File: src/sv/joint_pid_force_actuator_assert.svh
// ---------------------------------------------------------------------------
// Joint actuator assertion macros
// Shared property forms for the concurrent checks of the joint actuator.
// ---------------------------------------------------------------------------
`ifndef JOINT_PID_FORCE_ACTUATOR_ASSERT_SVH
`define JOINT_PID_FORCE_ACTUATOR_ASSERT_SVH

// Condition implies property in the same cycle
`define JPFA_ASSERT_IMPLY(label, ck, rn, cond, prop) \
    label: assert property (@(posedge ck) disable iff (!rn) (cond) |-> (prop)) \
        else $error("joint actuator check failed");

// Condition implies property in the following cycle
`define JPFA_ASSERT_NEXT(label, ck, rn, cond, prop) \
    label: assert property (@(posedge ck) disable iff (!rn) (cond) |=> (prop)) \
        else $error("joint actuator check failed");

`endif

File: src/sv/jpfa_pkg.sv
// ---------------------------------------------------------------------------
// Joint actuator package
// Types, register codes and fixed-point constants shared by the actuator.
// ---------------------------------------------------------------------------
package jpfa_pkg;

    // Number of axis slots on the ports
    localparam int NAX = 3;

    // Fixed-point format of forces, positions and velocities
    localparam int FRAC_BITS = 16;

    // Configuration port geometry
    localparam int CFG_INDEX_W = 3;
    localparam int CFG_DATA_W  = 63;

    // Register indexes
    localparam logic [CFG_INDEX_W-1:0] CFG_DRIVE_MODE   = 3'd0;
    localparam logic [CFG_INDEX_W-1:0] CFG_GAIN_P       = 3'd1;
    localparam logic [CFG_INDEX_W-1:0] CFG_GAIN_D       = 3'd2;
    localparam logic [CFG_INDEX_W-1:0] CFG_GAIN_I_DT    = 3'd3;
    localparam logic [CFG_INDEX_W-1:0] CFG_FORCE_MIN    = 3'd4;
    localparam logic [CFG_INDEX_W-1:0] CFG_FORCE_MAX    = 3'd5;
    localparam logic [CFG_INDEX_W-1:0] CFG_POS_TOL_SQ   = 3'd6;
    localparam logic [CFG_INDEX_W-1:0] CFG_VEL_TOL_SQ   = 3'd7;

    // Command codes
    localparam logic CMD_SET_TARGET = 1'b0;
    localparam logic CMD_STEP       = 1'b1;

    // Control modes
    localparam logic MODE_FORCE = 1'b0;
    localparam logic MODE_PID   = 1'b1;

    typedef struct packed {
        logic               drive_mode;
        logic [23:0]        gain_p;
        logic [23:0]        gain_d;
        logic [23:0]        gain_i_dt;
        logic signed [31:0] force_min;
        logic signed [31:0] force_max;
        logic [62:0]        pos_tol_sq;
        logic [62:0]        vel_tol_sq;
    } cfg_t;

    localparam cfg_t CFG_RESET = '{
        drive_mode:   MODE_PID,
        gain_p:       24'd0,
        gain_d:       24'd0,
        gain_i_dt:    24'd0,
        force_min:    -32'sd65536,
        force_max:    32'sd65536,
        pos_tol_sq:   63'd0,
        vel_tol_sq:   63'd0
    };

    // Per-item control handed to every axis lane
    typedef struct packed {
        logic fire;
        logic set_target;
        logic pid_step;
    } lane_ctl_t;

endpackage

File: src/sv/jpfa_cfg_regs.sv
// ---------------------------------------------------------------------------
// Joint actuator configuration registers
// Write-only register file for mode, gains, force limits and tolerances.
// ---------------------------------------------------------------------------
module jpfa_cfg_regs
(
    input  logic                                  clk,
    input  logic                                  rst_n,
    input  logic                                  cfg_we,
    input  logic [jpfa_pkg::CFG_INDEX_W-1:0]      cfg_index,
    input  logic [jpfa_pkg::CFG_DATA_W-1:0]       cfg_data,
    output jpfa_pkg::cfg_t                        cfg
);
    import jpfa_pkg::*;

    cfg_t cfg_reg;
    cfg_t cfg_next;

    // Decode a write into the addressed field
    always_comb
    begin
        cfg_next = cfg_reg;
        if (cfg_we)
        begin
            unique case (cfg_index)
                CFG_DRIVE_MODE:   cfg_next.drive_mode   = cfg_data[0];
                CFG_GAIN_P:       cfg_next.gain_p       = cfg_data[23:0];
                CFG_GAIN_D:       cfg_next.gain_d       = cfg_data[23:0];
                CFG_GAIN_I_DT:    cfg_next.gain_i_dt    = cfg_data[23:0];
                CFG_FORCE_MIN:    cfg_next.force_min    = $signed(cfg_data[31:0]);
                CFG_FORCE_MAX:    cfg_next.force_max    = $signed(cfg_data[31:0]);
                CFG_POS_TOL_SQ:   cfg_next.pos_tol_sq   = cfg_data;
                CFG_VEL_TOL_SQ:   cfg_next.vel_tol_sq   = cfg_data;
            endcase
        end
    end

    always_ff @(posedge clk or negedge rst_n)
    begin
        if (!rst_n)
        begin
            cfg_reg <= CFG_RESET;
        end
        else
        begin
            cfg_reg <= cfg_next;
        end
    end

    assign cfg = cfg_reg;

endmodule

File: config.mk
export PLATFORM = sky130hd
export DESIGN_NAME = jpfa_cfg_regs
export DESIGN_NICKNAME = d
export VERILOG_FILES = /design/src/sv/joint_pid_force_actuator_assert.svh /design/src/sv/jpfa_pkg.sv /design/src/sv/jpfa_cfg_regs.sv
export SDC_FILE = /design/constraint.sdc
export NUM_CORES = 1
export LEC_CHECK = 0
export BUFFER_PORTS_ARGS = -buffer_cell sky130_fd_sc_hd__buf_2
export CORE_MARGIN = 10
export CORE_UTILIZATION = 50
export DETAILED_ROUTE_END_ITERATION = 10
export PLACE_DENSITY = 0.85
export SLEW_MARGIN = 15
export SYNTH_ARGS = -nofsm -noshare
export SYNTH_HDL_FRONTEND = slang
export SYNTH_SLANG_ARGS = --single-unit
File: constraint.sdc
create_clock -name clk -period 2.3 [get_ports clk]
set_clock_uncertainty 0.05 [all_clocks]
set_input_delay 0.46 -clock clk [delete_from_list [all_inputs] [get_ports clk]]
set_output_delay 0.46 -clock clk [all_outputs]
set_load 0.005 [all_outputs]
== After elaboration in Yosys (flattened, before gate mapping) ==
Cells that the tools add are included.

* Register bits after elaboration: 263
* Latch bits: 0
* Bits in writable memories: 0
* ROM bits: 0
* Input port bits: 69
* Output and inout bits: 263
* Word-level logic and storage cells: 24
* Memories kept: 0

* Add/subtract/negate cells: 0
* Multipliers: 0
* Divide/modulo/power cells: 0
* Magnitude comparators: 0
* Eq/ne operators: 7
* Shift-type cells: 0
* Multiplexer cells: 0
* Bitwise logic cells: 0
* Reductions and logical operators: 9

{| class="wikitable"
|+ Operators with widths
! operator !! count
|-
| $reduce_and 2->1 || 8
|-
| $eq 3x3->1 const B || 4
|-
| $eq 3x2->1 const B || 2
|-
| $eq 3x1->1 const B || 1
|-
| $logic_not 3->1 || 1
|}

== Longest topological paths before layout ==
* Depth after elaboration: 2
* Gate-level depth with buffers: 5
* Mapped depth without buffers: 2

== Least setup slack after synthesis ==
OpenSTA, ideal clock, no wires.

* Path type: input port to flip-flop
* Start: input cfg_index[1] (netlist bit)
* End: register cfg_reg, in the netlist cfg[159]
* Setup time: 125 ps
* Arrival time: 1411 ps
* Required time: 2125 ps
* Path slack: 714 ps
* Stages on the path: 5
* Buffers on the path: 3
* Cells stage by stage: buf_6 > and4bb_1 > buf_6 > buf_12 > mux2_4

* Word-level cells in the longest chain between the ends: 2

{| class="wikitable"
|+ RTL lines
! item !! line !! source
|-
| from (decl) || jpfa_cfg_regs.sv:10 || <nowiki>input logic [jpfa_pkg::CFG_INDEX_W-1:0] cfg_index,</nowiki>
|-
| $eq 3x3->1 || jpfa_cfg_regs.sv:25 || <nowiki>unique case (cfg_index)</nowiki>
|-
| $reduce_and 2->1 (no line) || -- ||
|-
| to (signal assigned) || jpfa_cfg_regs.sv:46 || <nowiki>cfg_reg <= cfg_next;</nowiki>
|-
| to (decl) || jpfa_cfg_regs.sv:16 || <nowiki>cfg_t cfg_reg;</nowiki>
|}

Every way passes these cells.
A chain may end at the register's enable or synchronous reset.

== Final worst setup path ==
* Start: register cfg_reg, in the netlist cfg[182]
* End: output cfg[182] (netlist bit)

{| class="wikitable"
|+ RTL lines
! item !! line !! source
|-
| to (decl) || jpfa_cfg_regs.sv:12 || <nowiki>output jpfa_pkg::cfg_t cfg</nowiki>
|}

No word-level cell between the ends.

==> metrics.md <==
| Metric | Value |
|---|---|
| Status | complete, no violations |
| Hold violation total from the final report | 0 |
| Sw Pwr | 3.52 mW |
| TritonRoute pass-1 iters | 4 |
| Gr usage total | 18.8% |
| Critical Path RT | 1.79 ns |
| Tightest Pin Transition | 0.724 ns |
| Syn avg cell area | 18.7 sq um |
| Comb power frac | 21.4% |
| Layout cells sized above 1 | 71.9% |
| CORE AREA | 0.0209 sq mm |
| Flop pwr share | 45.3% |
| Hold crit path type | in2reg |
| RSZ-0062 raised after global routing | false |
| Routed WL | 26.9 mm |
| CTS tree | yes |
| Max-Slew Margin vs Limit | 51.7% |
| Vias in the first global route | 6821 |
| Total number of vias | 6102 |
| Synth cell types | 14 |
| Slowest CP cell | dfstp_2 |
| Setup-failing EPs final | 0 |
| P_int | 10.3 mW |
| Worst stage delay on the critical path | 0.55 ns |
| Peak supply drop | 0.000625 V |
| Static Leak | 6.79 nW |
| Register area | 0.00660 sq mm |
| Area Growth Syn to Fin | 26.9% |
| PortBufs | 331 |
| Post-DR vias/cell | 5.04 |
| Yosys warns | 0 |
| Max Slew Vio Count | 0 |
| Final min period | 1.70 ns |
| R2R setup slack | 1.44 ns |
| Cells along the critical path | buf_2 |
| Critical Path Sink Type | output port |
| Dpl cells | 1157 |
| First-pass GRT wire length | 40.7 mm |
| H-tree Lvls | 1 |
| Residual DRC | 0 |
| Crit-path leading delay family | flip-flops |
| WL/cell | 22.3 microns |
| Setup TNS | 0 ns |
| FF+latch count, synth | 263 |
| Nets | 982 |
| Final std cells w/o fill | 1210 |
| Worst hold slack | 0.117 ns |
| Clock-pin slew on the worst setup and hold paths | 0.06 ns |
| Rows | 53 |
| Largest fanout on the critical path | 2 |
| Boundary Pins | 332 |
| Clk pwr share | 33.3% |
| Cells after synthesis | 566 |
| CP Launch Type | flip-flop |
| Root Buffer | clkbuf_16 |
| Clock Sinks | 263 |
| Largest net degree at the start of global routing | 68 |
| Crit path kind | reg2out |
| Die Ht | 165 microns |
| Final Wtd Congestion | 0.807 |
| Starting Density | 50.6% |
| Clock latency on the worst-skew pair | 0.52 ns |
| Die Wd | 165 microns |
| Grt total ovfl | 0 |
| CP Buf/Inv Count | 1 |
| FMAX | 589 MHz |
| Sequential fraction of the synthesis area | 62.4% |
| Clock buffer depth | 3 |
| Area of the multi-input gates | 0.00357 sq mm |
| Tcrit/Tclk final | 73.8% |
| Die ar. | 0.0274 sq mm |
| Antenna violations before repair | 0 |
| 1st-iter DRT viols | 310 |
| Fillers | 1463 |
| Synth Net Count | 635 |
| Max reg flops | 263 |
| Max cap viols | 0 |
| Pwr per Cell Area | 1030 mW/mm^2 |
| Dpl hpwl | 19.1 mm |
| Total CTS buffers | 28 |
| Routed Antenna Nets | 0 |
| CP arrival | 1.19 ns |
| Post-Syn Area | 0.0106 sq mm |
| Switching share of total power | 25.4% |
power groups by stage:
stage,combinational [mW],clock (mW),sequential (mW)
finish,2.96,4.61,6.27
global route,3.20,4.90,6.38
CTS,3.05,4.70,6.26
detailed placement,3.03,0,6.31
global placement,2.94,0,6.26
floorplan,1.29,0,6.36
layout by cell type, fill, tap and decap left out, drive strengths merged:
cell,n
and4bb,3
dfstp,18
clkbuf,47
nor4b,1
dlygate4sd3,1
nand4,1
mux2,263
dfrtp,245
inv,1
diode,1
buf,348
nand4b,3
clkinv,1
bufinv,2
cells by family (layout without fill, tap and decap cells):
| family | count (synthesis) | in the layout | share of synthesized area [%] |
|---|---|---|---|
| muxes | 263 | 263 | 32.6 |
| buffers and inverters | 32 | 400 | 3.80 |
| other | 0 | 1 | 0 |
| DFF | 263 | 263 | 62.4 |
| and+or+nand+nor | 8 | 8 | 1.17 |
cell usage after synthesis:
cell,count,area share (%)
nand4b_4,2,0.45
buf_2,11,0.52
buf_12,13,2.5
mux2_4,130,18
nor4b_1,1,0.083
mux2_2,127,14
dfrtp_1,245,58
buf_4,1,0.071
dfstp_2,18,4.5
and4bb_1,3,0.35
mux2_1,6,0.64
nand4_4,1,0.20
nand4b_1,1,0.083
buf_6,7,0.75
metrics by stage:
stage               area [sq um]  setup slack, ns  power [mW]  utilization, %
finish                     13400            0.602        13.9            64.3
global route               13400            0.577        14.5            64.2
CTS                        13400            0.585        14.0            64.2
detailed placement         12400            0.293        9.34            59.6
global placement           12400            0.367        9.20            59.6
floorplan                  10600            0.714        7.65               -
path summary, 6_finish.rpt:
kind	start	endpoint	depth (start not counted)
min in group asynchronous	rst_n	cfg[255]	2
min reg2reg	cfg[35]	cfg[35]	1
max	cfg[182]	cfg[182]	1
max in group asynchronous	rst_n	cfg[262]	3
min	cfg_data[36]	cfg[36]	2
max reg2reg	cfg[31]	cfg[31]	1
timing repair:
| item | 4_1_cts | 5_1_grt |
|---|---|---|
| setup buffers | 0 | 0 |
| setup endpoints to repair | 0 | 0 |
| resized for setup | 0 | 0 |
| hold buffers | 1 | 0 |
| endpoints found under the hold margin | 52 | 0 |
area by class of cell:
class	instances	area share [%]
clock buffer	47	6.66
timing repair buffer	349	14.4
tap	275	2.56
sequential	263	49.2
clock inverter	4	0.569
antenna	1	0.0186
multi-input combinational	271	26.6
routing by layer:
metal	track usage (%)	vias up	share of wire (%)
met5	0	-	0
met4	5.47	0	2.4
met3	4.88	49	8.2
met2	31.9	224	50
met1	23.3	3124	40
li1	-	2705	-
Power figures use the tool's default switching activity.
